--- src/design/gbh_pkg.sv ---
`timescale 1ns / 1ps
// ----------------------------------------------------------------------------
// gbh_pkg: shared types and constants for the GPIB byte handshake
// Phase codes, action codes, register indexes and the per-tick result record.
// ----------------------------------------------------------------------------
package gbh_pkg;

    localparam int unsigned TIMER_W = 32;
    localparam int unsigned BYTE_W  = 8;
    localparam int unsigned CFG_W   = 32;

    localparam logic [BYTE_W-1:0]  BYTE_RELEASED = 8'hFF;
    localparam logic [TIMER_W-1:0] TIMER_MAX     = 32'hFFFF_FFFF;
    localparam logic [TIMER_W-1:0] TIMEOUT_RST   = 32'd2000000;
    localparam logic [BYTE_W-1:0]  SETTLE_RST    = 8'd2;

    // configuration register indexes
    localparam logic CFG_TIMEOUT = 1'b0;
    localparam logic CFG_SETTLE  = 1'b1;

    typedef enum logic [1:0] {
        ACT_TICK  = 2'd0,
        ACT_WRITE = 2'd1,
        ACT_READ  = 2'd2
    } t_action;

    typedef enum logic [2:0] {
        PH_IDLE     = 3'd0,
        PH_W_NRFD   = 3'd1,
        PH_W_SETTLE = 3'd2,
        PH_W_NDAC   = 3'd3,
        PH_R_DAVLO  = 3'd4,
        PH_R_DAVHI  = 3'd5
    } t_phase;

    typedef struct packed {
        logic              dav_drive;
        logic              eoi_drive;
        logic              nrfd_drive;
        logic              ndac_drive;
        logic [BYTE_W-1:0] dio_drive;
        logic              busy_res;
        logic              done_res;
        logic              status;
        logic [BYTE_W-1:0] rx_byte;
        logic              rx_end;
    } t_result;

endpackage

--- src/design/gbh_fsm.sv ---
`timescale 1ns / 1ps
// ----------------------------------------------------------------------------
// gbh_fsm: source/acceptor handshake state machine
// Holds the phase, wait timer and latched bytes; computes one result per
// transfer from the current state and the sampled bus lines.
// ----------------------------------------------------------------------------
module gbh_fsm (
    input  logic                       i_clk,
    input  logic                       i_rst_n,
    input  logic                       i_advance,
    input  logic [gbh_pkg::TIMER_W-1:0] i_timeout_ticks,
    input  logic [gbh_pkg::BYTE_W-1:0]  i_settle_ticks,
    input  logic [1:0]                 i_action,
    input  logic [gbh_pkg::BYTE_W-1:0]  i_tx_byte,
    input  logic                       i_tx_end,
    input  logic                       i_nrfd_line,
    input  logic                       i_ndac_line,
    input  logic                       i_dav_line,
    input  logic                       i_eoi_line,
    input  logic [gbh_pkg::BYTE_W-1:0]  i_dio_lines,
    output gbh_pkg::t_result           o_result
);
    import gbh_pkg::*;

    t_phase              r_phase,   n_phase;
    logic [TIMER_W-1:0]  r_timer,   n_timer;
    logic [BYTE_W-1:0]   r_tx_byte, n_tx_byte;
    logic                r_tx_end,  n_tx_end;
    logic [BYTE_W-1:0]   r_rx_byte, n_rx_byte;
    logic                r_rx_end,  n_rx_end;
    logic                r_listen,  n_listen;

    logic                timer_over;
    logic [TIMER_W-1:0]  timer_inc;
    logic [TIMER_W-1:0]  settle_cnt;
    logic                done;
    logic                fail;

    // hold state between transfers, advance on each accepted tick
    always_ff @(posedge i_clk) begin
        if (!i_rst_n) begin
            r_phase   <= PH_IDLE;
            r_timer   <= '0;
            r_tx_byte <= '0;
            r_tx_end  <= 1'b0;
            r_rx_byte <= '0;
            r_rx_end  <= 1'b0;
            r_listen  <= 1'b0;
        end else if (i_advance) begin
            r_phase   <= n_phase;
            r_timer   <= n_timer;
            r_tx_byte <= n_tx_byte;
            r_tx_end  <= n_tx_end;
            r_rx_byte <= n_rx_byte;
            r_rx_end  <= n_rx_end;
            r_listen  <= n_listen;
        end
    end

    // unmet wait: fail past the timeout, else count up and saturate
    assign timer_over = (r_timer > i_timeout_ticks);
    assign timer_inc  = (r_timer == TIMER_MAX) ? r_timer : r_timer + TIMER_W'(1);
    assign settle_cnt = r_timer + TIMER_W'(1);

    // next state
    always_comb begin
        n_phase   = r_phase;
        n_timer   = r_timer;
        n_tx_byte = r_tx_byte;
        n_tx_end  = r_tx_end;
        n_rx_byte = r_rx_byte;
        n_rx_end  = r_rx_end;
        n_listen  = r_listen;
        done      = 1'b0;
        fail      = 1'b0;
        case (r_phase)
            PH_IDLE: begin
                if (i_action == ACT_WRITE) begin
                    n_tx_byte = i_tx_byte;
                    n_tx_end  = i_tx_end;
                    n_listen  = 1'b0;
                    n_phase   = PH_W_NRFD;
                    n_timer   = '0;
                end else if (i_action == ACT_READ) begin
                    n_listen  = 1'b1;
                    n_phase   = PH_R_DAVLO;
                    n_timer   = '0;
                end
            end
            PH_W_NRFD: begin
                if (i_nrfd_line) begin
                    n_phase = PH_W_SETTLE;
                    n_timer = '0;
                end else if (timer_over) begin
                    n_phase = PH_IDLE;
                    done    = 1'b1;
                    fail    = 1'b1;
                end else begin
                    n_timer = timer_inc;
                end
            end
            PH_W_SETTLE: begin
                // settle of zero behaves as one tick
                if (settle_cnt >= TIMER_W'(i_settle_ticks)) begin
                    n_phase = PH_W_NDAC;
                    n_timer = '0;
                end else begin
                    n_timer = settle_cnt;
                end
            end
            PH_W_NDAC: begin
                if (i_ndac_line) begin
                    n_phase = PH_IDLE;
                    done    = 1'b1;
                end else if (timer_over) begin
                    n_phase = PH_IDLE;
                    done    = 1'b1;
                    fail    = 1'b1;
                end else begin
                    n_timer = timer_inc;
                end
            end
            PH_R_DAVLO: begin
                if (!i_dav_line) begin
                    n_rx_byte = ~i_dio_lines;
                    n_rx_end  = ~i_eoi_line;
                    n_phase   = PH_R_DAVHI;
                    n_timer   = '0;
                end else if (timer_over) begin
                    n_phase = PH_IDLE;
                    done    = 1'b1;
                    fail    = 1'b1;
                end else begin
                    n_timer = timer_inc;
                end
            end
            PH_R_DAVHI: begin
                if (i_dav_line) begin
                    n_phase = PH_IDLE;
                    done    = 1'b1;
                end else if (timer_over) begin
                    n_phase = PH_IDLE;
                    done    = 1'b1;
                    fail    = 1'b1;
                end else begin
                    n_timer = timer_inc;
                end
            end
            default: begin
                n_phase = PH_IDLE;
            end
        endcase
    end

    // drive bus levels from the state left after this tick
    always_comb begin
        o_result            = '0;
        o_result.dav_drive  = 1'b1;
        o_result.eoi_drive  = 1'b1;
        o_result.nrfd_drive = 1'b1;
        o_result.ndac_drive = 1'b1;
        o_result.dio_drive  = BYTE_RELEASED;
        if (n_listen) begin
            o_result.nrfd_drive = (n_phase == PH_R_DAVLO);
            o_result.ndac_drive = (n_phase == PH_R_DAVHI);
        end else if (n_phase == PH_W_SETTLE || n_phase == PH_W_NDAC) begin
            o_result.dio_drive = ~n_tx_byte;
            o_result.eoi_drive = ~n_tx_end;
            o_result.dav_drive = (n_phase != PH_W_NDAC);
        end
        o_result.busy_res = (n_phase != PH_IDLE);
        o_result.done_res = done;
        o_result.status   = fail;
        o_result.rx_byte  = n_rx_byte;
        o_result.rx_end   = n_rx_end;
    end

endmodule

--- src/design/gpib_byte_handshake.sv ---
`timescale 1ns / 1ps
// ----------------------------------------------------------------------------
// gpib_byte_handshake: IEEE-488 three-wire byte handshake engine
// Acts as source or acceptor for one byte; one input transfer is one tick.
// ----------------------------------------------------------------------------
// Each accepted input transfer is one sampling tick of the bus. The block
// takes one tick every clock cycle unless the output stalls: the state
// machine registers its phase and wait timer on each accepted tick, and the
// result for a tick appears in the output register on the cycle after the
// tick is accepted. Input ready stays high while the output register is
// empty or being drained in the same cycle, so with the consumer always
// ready the rate is one tick per cycle. Configuration writes take effect on the next tick.
// ----------------------------------------------------------------------------
module gpib_byte_handshake (
    input  logic                        i_clk,
    input  logic                        i_rst_n,
    // configuration
    input  logic                        i_cfg_we,
    input  logic                        i_cfg_index,
    input  logic [gbh_pkg::CFG_W-1:0]   i_cfg_data,
    // input channel
    input  logic                        i_in_valid,
    output logic                        o_in_ready,
    input  logic [1:0]                  i_action,
    input  logic [gbh_pkg::BYTE_W-1:0]  i_tx_byte,
    input  logic                        i_tx_end,
    input  logic                        i_nrfd_line,
    input  logic                        i_ndac_line,
    input  logic                        i_dav_line,
    input  logic                        i_eoi_line,
    input  logic [gbh_pkg::BYTE_W-1:0]  i_dio_lines,
    // output channel
    output logic                        o_out_valid,
    input  logic                        i_out_ready,
    output logic                        o_dav_drive,
    output logic                        o_eoi_drive,
    output logic                        o_nrfd_drive,
    output logic                        o_ndac_drive,
    output logic [gbh_pkg::BYTE_W-1:0]  o_dio_drive,
    output logic                        o_busy_res,
    output logic                        o_done_res,
    output logic                        o_status,
    output logic [gbh_pkg::BYTE_W-1:0]  o_rx_byte,
    output logic                        o_rx_end
);
    import gbh_pkg::*;

    logic [TIMER_W-1:0] r_timeout_ticks;
    logic [BYTE_W-1:0]  r_settle_ticks;
    logic               r_out_valid;
    t_result            r_result;
    t_result            fsm_result;
    logic               accept;

    // configuration registers
    always_ff @(posedge i_clk) begin
        if (!i_rst_n) begin
            r_timeout_ticks <= TIMEOUT_RST;
            r_settle_ticks  <= SETTLE_RST;
        end else if (i_cfg_we) begin
            case (i_cfg_index)
                CFG_TIMEOUT: r_timeout_ticks <= i_cfg_data;
                CFG_SETTLE:  r_settle_ticks  <= i_cfg_data[BYTE_W-1:0];
                default:     r_timeout_ticks <= r_timeout_ticks;
            endcase
        end
    end

    // take a tick when the output register is free or draining
    assign o_in_ready = !r_out_valid || i_out_ready;
    assign accept     = i_in_valid && o_in_ready;

    gbh_fsm u_fsm (
        .i_clk           (i_clk),
        .i_rst_n         (i_rst_n),
        .i_advance       (accept),
        .i_timeout_ticks (r_timeout_ticks),
        .i_settle_ticks  (r_settle_ticks),
        .i_action        (i_action),
        .i_tx_byte       (i_tx_byte),
        .i_tx_end        (i_tx_end),
        .i_nrfd_line     (i_nrfd_line),
        .i_ndac_line     (i_ndac_line),
        .i_dav_line      (i_dav_line),
        .i_eoi_line      (i_eoi_line),
        .i_dio_lines     (i_dio_lines),
        .o_result        (fsm_result)
    );

    // output register: load on accept, drop valid once transferred
    always_ff @(posedge i_clk) begin
        if (!i_rst_n) begin
            r_out_valid <= 1'b0;
        end else if (accept) begin
            r_out_valid <= 1'b1;
        end else if (i_out_ready) begin
            r_out_valid <= 1'b0;
        end
    end

    always_ff @(posedge i_clk) begin
        if (accept) begin
            r_result <= fsm_result;
        end
    end

    assign o_out_valid  = r_out_valid;
    assign o_dav_drive  = r_result.dav_drive;
    assign o_eoi_drive  = r_result.eoi_drive;
    assign o_nrfd_drive = r_result.nrfd_drive;
    assign o_ndac_drive = r_result.ndac_drive;
    assign o_dio_drive  = r_result.dio_drive;
    assign o_busy_res   = r_result.busy_res;
    assign o_done_res   = r_result.done_res;
    assign o_status     = r_result.status;
    assign o_rx_byte    = r_result.rx_byte;
    assign o_rx_end     = r_result.rx_end;

    // a timeout is only reported with done, and a finished handshake is not busy
    a_status_with_done: assert property (@(posedge i_clk) disable iff (!i_rst_n)
        o_out_valid && o_status |-> o_done_res && !o_busy_res)
        else $error("timeout status without done or while busy");

    // an accepted tick always shows up as a result on the next cycle
    a_accept_to_valid: assert property (@(posedge i_clk) disable iff (!i_rst_n)
        i_in_valid && o_in_ready |=> o_out_valid)
        else $error("accepted tick produced no result");

    // a stalled result blocks new ticks
    a_stall_blocks: assert property (@(posedge i_clk) disable iff (!i_rst_n)
        o_out_valid && !i_out_ready |-> !o_in_ready)
        else $error("tick accepted over a stalled result");

    // DAV is asserted only by a busy talker, never with listener lines driven
    a_dav_talker: assert property (@(posedge i_clk) disable iff (!i_rst_n)
        o_out_valid && !o_dav_drive |-> o_busy_res && o_nrfd_drive && o_ndac_drive)
        else $error("DAV asserted outside an active write");

endmodule

--- config.mk ---
export PLATFORM = sky130hd
export DESIGN_NAME = gpib_byte_handshake
export DESIGN_NICKNAME = d
export VERILOG_FILES = /design/src/design/gbh_pkg.sv /design/src/design/gbh_fsm.sv /design/src/design/gpib_byte_handshake.sv
export SDC_FILE = /design/constraint.sdc
export NUM_CORES = 1
export LEC_CHECK = 0
export ABC_CLOCK_PERIOD_IN_PS = 3900
export BUFFER_PORTS_ARGS = -buffer_cell sky130_fd_sc_hd__buf_2
export CAP_MARGIN = 20
export CORE_ASPECT_RATIO = 0.9
export CORE_MARGIN = 2
export CORE_UTILIZATION = 52
export DETAILED_ROUTE_END_ITERATION = 10
export PLACE_DENSITY = 0.73
export SLEW_MARGIN = 20
export SYNTH_ARGS = -nofsm -noshare
export SYNTH_HDL_FRONTEND = slang
export SYNTH_SLANG_ARGS = --single-unit
--- constraint.sdc ---
create_clock -name i_clk -period 3.9 [get_ports i_clk]
set_input_delay 0 -clock i_clk [delete_from_list [all_inputs] [get_ports i_clk]]
set_output_delay 0 -clock i_clk [all_outputs]
set_load 0.02 [all_outputs]
# Word-level counts from Yosys, hierarchy flattened
# Index checks and enable logic that the tools add are counted.
# classes
add_sub_neg	1
multipliers	0
div_mod_pow	0
order_cmp	2
n_eq_ne	16
shifts	0
muxes	41
n_bitwise	6
reduce_logical	12
# ops
op	count
$mux W32	9
$pmux W32 S6	1
$add A32 B1 Y32 const B	1
$eq A32 B32 Y1 const B	1
$ge A32 B8 Y1	1
$gt A32 B32 Y1	1
$mux W8	4
$mux W3	8
$pmux W3 S6	1
$mux W1	16
$not A8 Y8	2
$eq A3 B2 Y1 const B	4
$eq A3 B3 Y1 const B	4
$pmux W1 S4	2
$reduce_bool A6 Y1	1
$reduce_and A5 Y1	1
$ne A2 B2 Y1 const B	2
$not A1 Y1	4
$reduce_and A2 Y1	2
$eq A3 B1 Y1 const B	1
$logic_not A3 Y1	1
$ne A3 B1 Y1 const B	1
$ne A3 B2 Y1 const B	1
$reduce_bool A3 Y1	1
other kinds (7)	8
# totals
reg_bits	119
latchBits	0
ram_bits	0
romBits	0
inputBits	61
out_inout_bits	26
word_cells	98
mem_count	0

# Logic depth before layout (Yosys ltp)
# Gate-level depths: netlist of run 1.
# depth
ltp_word	8
ltp_mapped	14
depth_no_buf	13

# Hierarchy
# Synthesis of run 1 repeated with hierarchy kept, for this count alone.
# unflattened
hier_cells	810
hier_area_um2	6994.2
# by_module_without_submodules
module	instances	cells_each	area_each_um2	seq_area_each_um2
gbh_fsm	1	611	4609.4	1081.0
gpib_byte_handshake	1	199	2384.8	1541.5

# Least setup slack after synthesis of run 1
# Ideal clock, no wire load.
# synth_timing
path_type	reg-to-reg
start	reg u_fsm.r_timer[0]
end	reg r_result (netlist bit o_busy_res), data pin
setup_ps	271
arrival_time_ps	2867
t_required_ps	3629
slack_ps	761
path_stages_with_launch	13
path_buffers	0
synth_period_minus_slack_ps	3139
cell_sequence	dfxtp_1 > ha_1 > nand3_2 > nor2_2 > xor2_1 > ha_1 > a2111oi_0 > a21oi_1 > or4_4 > nor2_1 > nand2_1 > a21oi_1 > o211ai_1
# synth_rtl
element	line_no	rtl
start: declaration	gbh_fsm.sv:26	logic [TIMER_W-1:0] r_timer, n_timer;
start signal: assignment	gbh_fsm.sv:51	r_timer <= n_timer;
end signal: assignment	gpib_byte_handshake.sv:103	r_result <= fsm_result;
end: declaration	gpib_byte_handshake.sv:51	t_result r_result;

# Final worst setup path of run 1
# layout_timing
start	reg u_fsm.r_timer[5]
end	reg u_fsm.r_timer[16]
# layout_via
elab_chain_len	5
elab_cells_between_ends	12
cone_classes	add/sub: 1; order compare: 2; eq/ne: 1; mux: 8
# layout_lines
element	line_no	rtl
parallel branches: the longest is 4 deep, another holds $add A32 B1 Y32	--	
$pmux W32 S6 *	gbh_fsm.sv:76	case (r_phase)
# Every way passes the cells marked *. The select of a mux whose other input is x is not followed.
# A chain may end at the register's enable or synchronous reset.

==> results of run 1 <==
## sequential cells by signal, summed over array words and instances, names as in the netlist
signal / count
o_busy_res: 1
o_dav_drive: 1
o_dio_drive: 8
o_done_res: 1
o_eoi_drive: 1
o_ndac_drive: 1
o_nrfd_drive: 1
o_out_valid: 1
o_rx_byte: 8
o_rx_end: 1
o_status: 1
r_settle_ticks: 8
r_timeout_ticks: 32
u_fsm.r_listen: 1
u_fsm.r_phase: 3
u_fsm.r_rx_byte: 8
u_fsm.r_rx_end: 1
u_fsm.r_timer: 32
u_fsm.r_tx_byte: 8
u_fsm.r_tx_end: 1
## cells in the mapped netlist, types with 14 or more instances
library cell | number | area share (%)
nor2_1 | 46 | 2.6
nand3_1 | 34 | 2.5
ha_1 | 41 | 7.6
inv_1 | 47 | 2.6
a21oi_1 | 93 | 6.9
dfxtp_1 | 95 | 28
nand4_1 | 14 | 1.3
clkbuf_1 | 22 | 1.2
nand2_1 | 138 | 7.7
xnor2_1 | 14 | 1.8
o21ai_0 | 27 | 2.0
edfxtp_1 | 24 | 11
nor3_1 | 19 | 1.4
## area by class of cell
cell class	instances	area share (%)
multi-input combinational	604	44.4
clock buffer	18	5.15
timing repair buffer	165	13.6
sequential	119	30.8
inverter	49	2.16
clock inverter	14	1.48
tap	164	2.41
## layout by cell type, fill, tap and decap left out, drive strengths merged, types with 10 or more instances in the layout
cell	count
ha	41
dfxtp	95
nand2	139
o21ai	34
mux2	10
edfxtp	24
inv	52
nor2	49
nor3	22
nand3	37
o211ai	12
clkbuf	18
nand4	16
xnor2	14
buf	110
dlygate4sd3	55
a21oi	93
a31oi	11
## layer usage
layer / up-vias / share of wire [%]
met4: 0 / 1.2
met3: 21 / 6.3
met5: - / 0
met1: 2933 / 46
li1: 3199 / -
met2: 179 / 47
## critical path, delay by kind of cell (launching register included)
kind                       cells  cell delay (ns)
DFF                            1             0.46
adders and majority gates      1             0.30
AOI/OAI and AO/OA              7             1.81
and+or+nand+nor                2             0.95
## kinds of logic after synthesis
family | Yosys count | share of synthesized area, %
AND/OR/NAND/NOR | 325 | 24.6
AO/OA/AOI/OAI | 199 | 18.1
flip-flops | 119 | 38.8
buffers and inverters | 87 | 5.36
adder cells (fa/ha/maj) | 42 | 7.73
XOR/XNOR | 19 | 2.46
multiplexers | 19 | 3.00
## per-stage QoR
step | instance area [um2] | util (%)
after CTS | 8520 | 67.1
after detailed placement | 7400 | 58.4
final | 8520 | 67.1
after floorplan | 6760 | -
after global routing | 8520 | 67.1
after global placement | 7400 | 58.4
## power by group through the flow
stage	sequential [W]	clock, W	combinational [W]
floorplan	0.00136	0	0.000184
global placement	0.00135	0	0.000300
detailed placement	0.00135	0	0.000303
CTS	0.00133	0.00151	0.000346
global route	0.00133	0.00157	0.000390
finish	0.00133	0.00149	0.000352
## how the worst min path moves through the flow
stage	start	to	slack [ns]	cells after the start
after floorplan	i_in_valid	o_out_valid	0.13	2
after global placement	i_cfg_data[19]	r_timeout_ticks[19]	0.23	3
after detailed placement	i_cfg_data[19]	r_timeout_ticks[19]	0.24	3
after CTS	i_action[1]	o_busy_res	0.02	3
after global routing	i_rst_n	r_settle_ticks[1]	0.04	2
final	i_action[1]	o_busy_res	0.03	3
==> flow_summary.ini, run 1 <==
[timing]
slew_headroom_pct = 30.7
post-route-period-util_pct = 92.5
fin_ws_ns = 0.291
worst_pin_slew_ns = 1.04
rsz0062_at_grt = false
setup_viol = 0
whs_ns = 0.0343
final_hold_viol_count = 0
fmax_mhz = 277
drv_slew = 0
finClkSkew_ns = 0.00771
final.setup.tns_ns = 0
finalCriticalPeriod_ns = 3.61

[pwr]
internal-power_w = 0.00235
clock_power_share_pct = 47.0
p_leak_nw = 3.43
sw_frac_of_total_pct = 25.9
ir_drop_mv = 0.305
power_density_mw_per_mm2 = 372
p_sw_w = 0.000820
pwr-share-comb_pct = 11.1
p_seq_share_pct = 41.9
power.total_w = 0.00317

[cells_and_area]
nets = 1058
diodes = 0
fill_cells = 1063
instances_no_fill = 1133
layout-drive-gt1-share_pct = 18.6
area_delta_synth_final_pct = 26.0
multi_input_area_mm2 = 0.00378
final-seq-area_mm2 = 0.00262

[yosys]
async_reset_ff_share_pct = 0
syn_area_mm2 = 0.00676
synth.avg_cell_area_um2 = 8.35
synth_cells = 810
synthDistinctLibCells = 79
synthFlopType = dfxtp_1
syn_nets = 912
yosysSeqAreaShare_pct = 38.8
synth_edf_count = 24
synth_warnings = 0
synth_seq_cells = 119

[grt]
grt_most_used_layer = met2
grt_pass1_wl_um = 29400
grtUsageTotal_pct = 25.8
gr-usage-met1_pct = 33.7
overflow = 0
grt_use_met2_pct = 41.7
grt_pass1_vias = 6056
antenna_found_initial = 0
use_met3_pct = 8.06
grt_max_degree = 40

[clocking]
cts_resized = 0
root_buffer = clkbuf_16
holdBufCountCts = 55
post-cts-setup-buffer-count = 0
cts.sinks = 119
clock_latency_ns = 0.42
cts.path.max_buffers = 2
htree_levels = 4
cts_buffers = 17
cts_tree = built
clk_pin_slew_ns = 0.06

[floorplan]
die_w_um = 124
io_pins = 87
core-area_mm2 = 0.0127
row_count = 39
die-area_mm2 = 0.0139
start_util_pct = 53.3
die_h_um = 112

[worst_setup_path]
r2r-start = u_fsm.r_timer[5]
ff2ff_path_depth = 10
startpoint = u_fsm.r_timer[5]
crit_path_end_kind = register
critPathLaunchType = register
cp_max_fo = 12
crit_type = register to register
path_cells = ha_1, a21oi_1, o21ai_0, a221o_1, o31a_1, o41a_1, nand2b_4, nor2_1, a41oi_1, a311oi_1
r2r-end = u_fsm.r_timer[16]
reg2reg_slack_ns = 0.29
arrival_ns = 3.93
required_ns = 4.22
crit_path_top_delay_cell = nor2_1
endpoint = u_fsm.r_timer[16]
slowest_delay_ns = 0.72

[drt]
avgRoutedWirePerCell_um = 15.6
drtIter0Drc = 370
firstDrtPassIters = 5
via_per_inst = 5.59
vias = 6332
drt_wl_total_um = 17700
drt.antenna.violating_nets = 0
drc = 0

[placed_design]
io_buffers = 86
pre_cts_ws_ns = 0.392
dp.cells = 1046
dpl.hpwl_um = 11700
place.gp.congestion = 0.941

[outcome]
status = complete, no violations

[run]
maxCapViolations = 0

[worst_hold_path]
hp-class = input pin to register
(Power assumes the default switching activity.)
==> run 2: changes to the inputs <==
Settings changed: ABC_AREA set to 1.
==> flow_summary.ini, run 2 <==
[cells_and_area]
layout-drive-gt1-share_pct = 13.1
nets = 1264
final_cell_mix = nand2_1 (269), inv_1 (141), dfxtp_1 (95)
area_delta_synth_final_pct = 22.5
diodes = 0
top_regs = r_timeout_ticks x32, u_fsm.r_timer x32
instances_no_fill = 1343
layout_commonest_cell = nand2_1

[yosys]
yosysSeqAreaShare_pct = 36.5
synth_seq_cells = 119
synthDistinctLibCells = 39
synthTopCellsByCount = nand2_1 (269), inv_1 (141), dfxtp_1 (95)
synth_top_area_cell = dfxtp_1
synth_warnings = 0
synth_top_area_share_pct = 26.5
synth.avg_cell_area_um2 = 6.91
async_reset_ff_share_pct = 0
synth_most_common_cell = nand2_1
synth_cells = 1039
synthFlopType = dfxtp_1
synth.area.top_cells = dfxtp_1 (26%), nand2_1 (14%), edfxtp_1 (10%), inv_1 (7.4%), ha_1 (7.1%)
synth_edf_count = 24
syn_nets = 1141
syn_area_mm2 = 0.00718

[placed_design]
pre_cts_ws_ns = 0.851
dp.cells = 1260
place.gp.congestion = 0.971
dpl.hpwl_um = 13600
io_buffers = 86

[drt]
via_per_inst = 5.30
firstDrtPassIters = 7
drc = 0
drt_wl_total_um = 19600
drt.antenna.violating_nets = 0
avgRoutedWirePerCell_um = 14.6
drtIter0Drc = 504
vias = 7121

[timing]
worst_pin_slew_ns = 1.03
setup_viol = 0
drv_slew = 0
final_hold_viol_count = 0
rsz0062_at_grt = false
final.setup.tns_ns = 0
post-route-period-util_pct = 81.2
fin_ws_ns = 0.733
fmax_mhz = 316
slew_headroom_pct = 31.4
finClkSkew_ns = 0.00667
finalCriticalPeriod_ns = 3.17

[floorplan]
die_w_um = 128
row_count = 40
start_util_pct = 53.5
io_pins = 87
core-area_mm2 = 0.0134
die_h_um = 115
die-area_mm2 = 0.0148

[clocking]
clock_latency_ns = 0.41
holdBufCountCts = 51
htree_levels = 4
cts_tree = built
root_buffer = clkbuf_16
cts_resized = 0
clk_pin_slew_ns = 0.05
cts.sinks = 119
post-cts-setup-buffer-count = 0
cts_buffers = 17
cts.path.max_buffers = 2

[worst_setup_path]
cp_max_fo = 23
crit_path_top_delay_cell = nor4_1
path_cells = ha_1, nand2_1, nor2_1, nand4_1, nor4_1, nand2_1, nand2_1, nand2_1, buf_4, inv_1, nor2_1, nor2_1, inv_1, nand2_1, nand2_1
crit_type = register to register
crit_path_end_kind = register
required_ns = 4.06
slowest_delay_ns = 0.45
critPathLaunchType = register
cp_top_family = simple AND/OR/NAND/NOR gates
path_buf_inv = 3
arrival_ns = 3.32
crit_path_frequent_cell = nand2_1

[pwr]
power_density_mw_per_mm2 = 373
ir_drop_mv = 0.277
p_leak_nw = 4.06

[grt]
grtUsageTotal_pct = 27.4
antenna_found_initial = 0
grt_max_degree = 55
grt_pass1_vias = 6596
overflow = 0
grt_pass1_wl_um = 32200

[run]
maxCapViolations = 0

[worst_hold_path]
hp-class = input pin to register

[outcome]
status = complete, no violations
## run 2: cell type report
type | count | area, um2
clock inverter | 12 | 134
clock buffer | 20 | 437
sequential | 119 | 2620
fill | 1192 | 4620
tap | 168 | 210
inverter | 146 | 548
timing repair buffer | 147 | 1020
multi-input combinational | 731 | 3820
## run 2: worst paths after layout
check | from | end | slack (ns) | cells after the start
max | u_fsm.r_timer[30] | o_nrfd_drive | 0.73 | 15
min | i_dav_line | o_ndac_drive | 0.05 | 2
max reg2reg | u_fsm.r_timer[30] | o_nrfd_drive | 0.73 | 15
min reg2reg | r_settle_ticks[4] | r_settle_ticks[4] | 0.46 | 2
## run 2: power breakdown
| group | internal [W] | switching (W) | total [W] |
|---|---|---|---|
| clock network | 0.000988 | 0.000533 | 0.00152 |
| registers | 0.00132 | 0.0000219 | 0.00135 |
| logic | 0.000151 | 0.000263 | 0.000415 |
| total | 0.00246 | 0.000819 | 0.00328 |
## run 2: cells by family after synthesis
kind of cell    share of synthesized area [%]
flops                                    36.5
xor+xnor                                 1.22
simple gates                             27.9
compound gates                           16.9
buf+inv                                  10.2
fa+ha+maj                                7.15
## run 2: metrics by stage
step / total power (W) / hold WS (ns) / utilization [%] / cell area (um2)
finish: 0.00328 / 0.0525 / 65.5 / 8790
floorplan: 0.00162 / 0.130 / - / 7180
detailed placement: 0.00174 / 0.221 / 57.5 / 7710
CTS: 0.00330 / 0.0321 / 65.5 / 8790
global route: 0.00342 / 0.0594 / 65.5 / 8790
global placement: 0.00173 / 0.217 / 57.5 / 7710
## run 2: layer usage
metal,track usage [%],routed length [um],vias up
li1,-,-,3649
met1,39.1,9470,3237
met2,42.7,8600,214
met3,4.85,1240,21
met4,7.99,263,0
met5,0,0,-
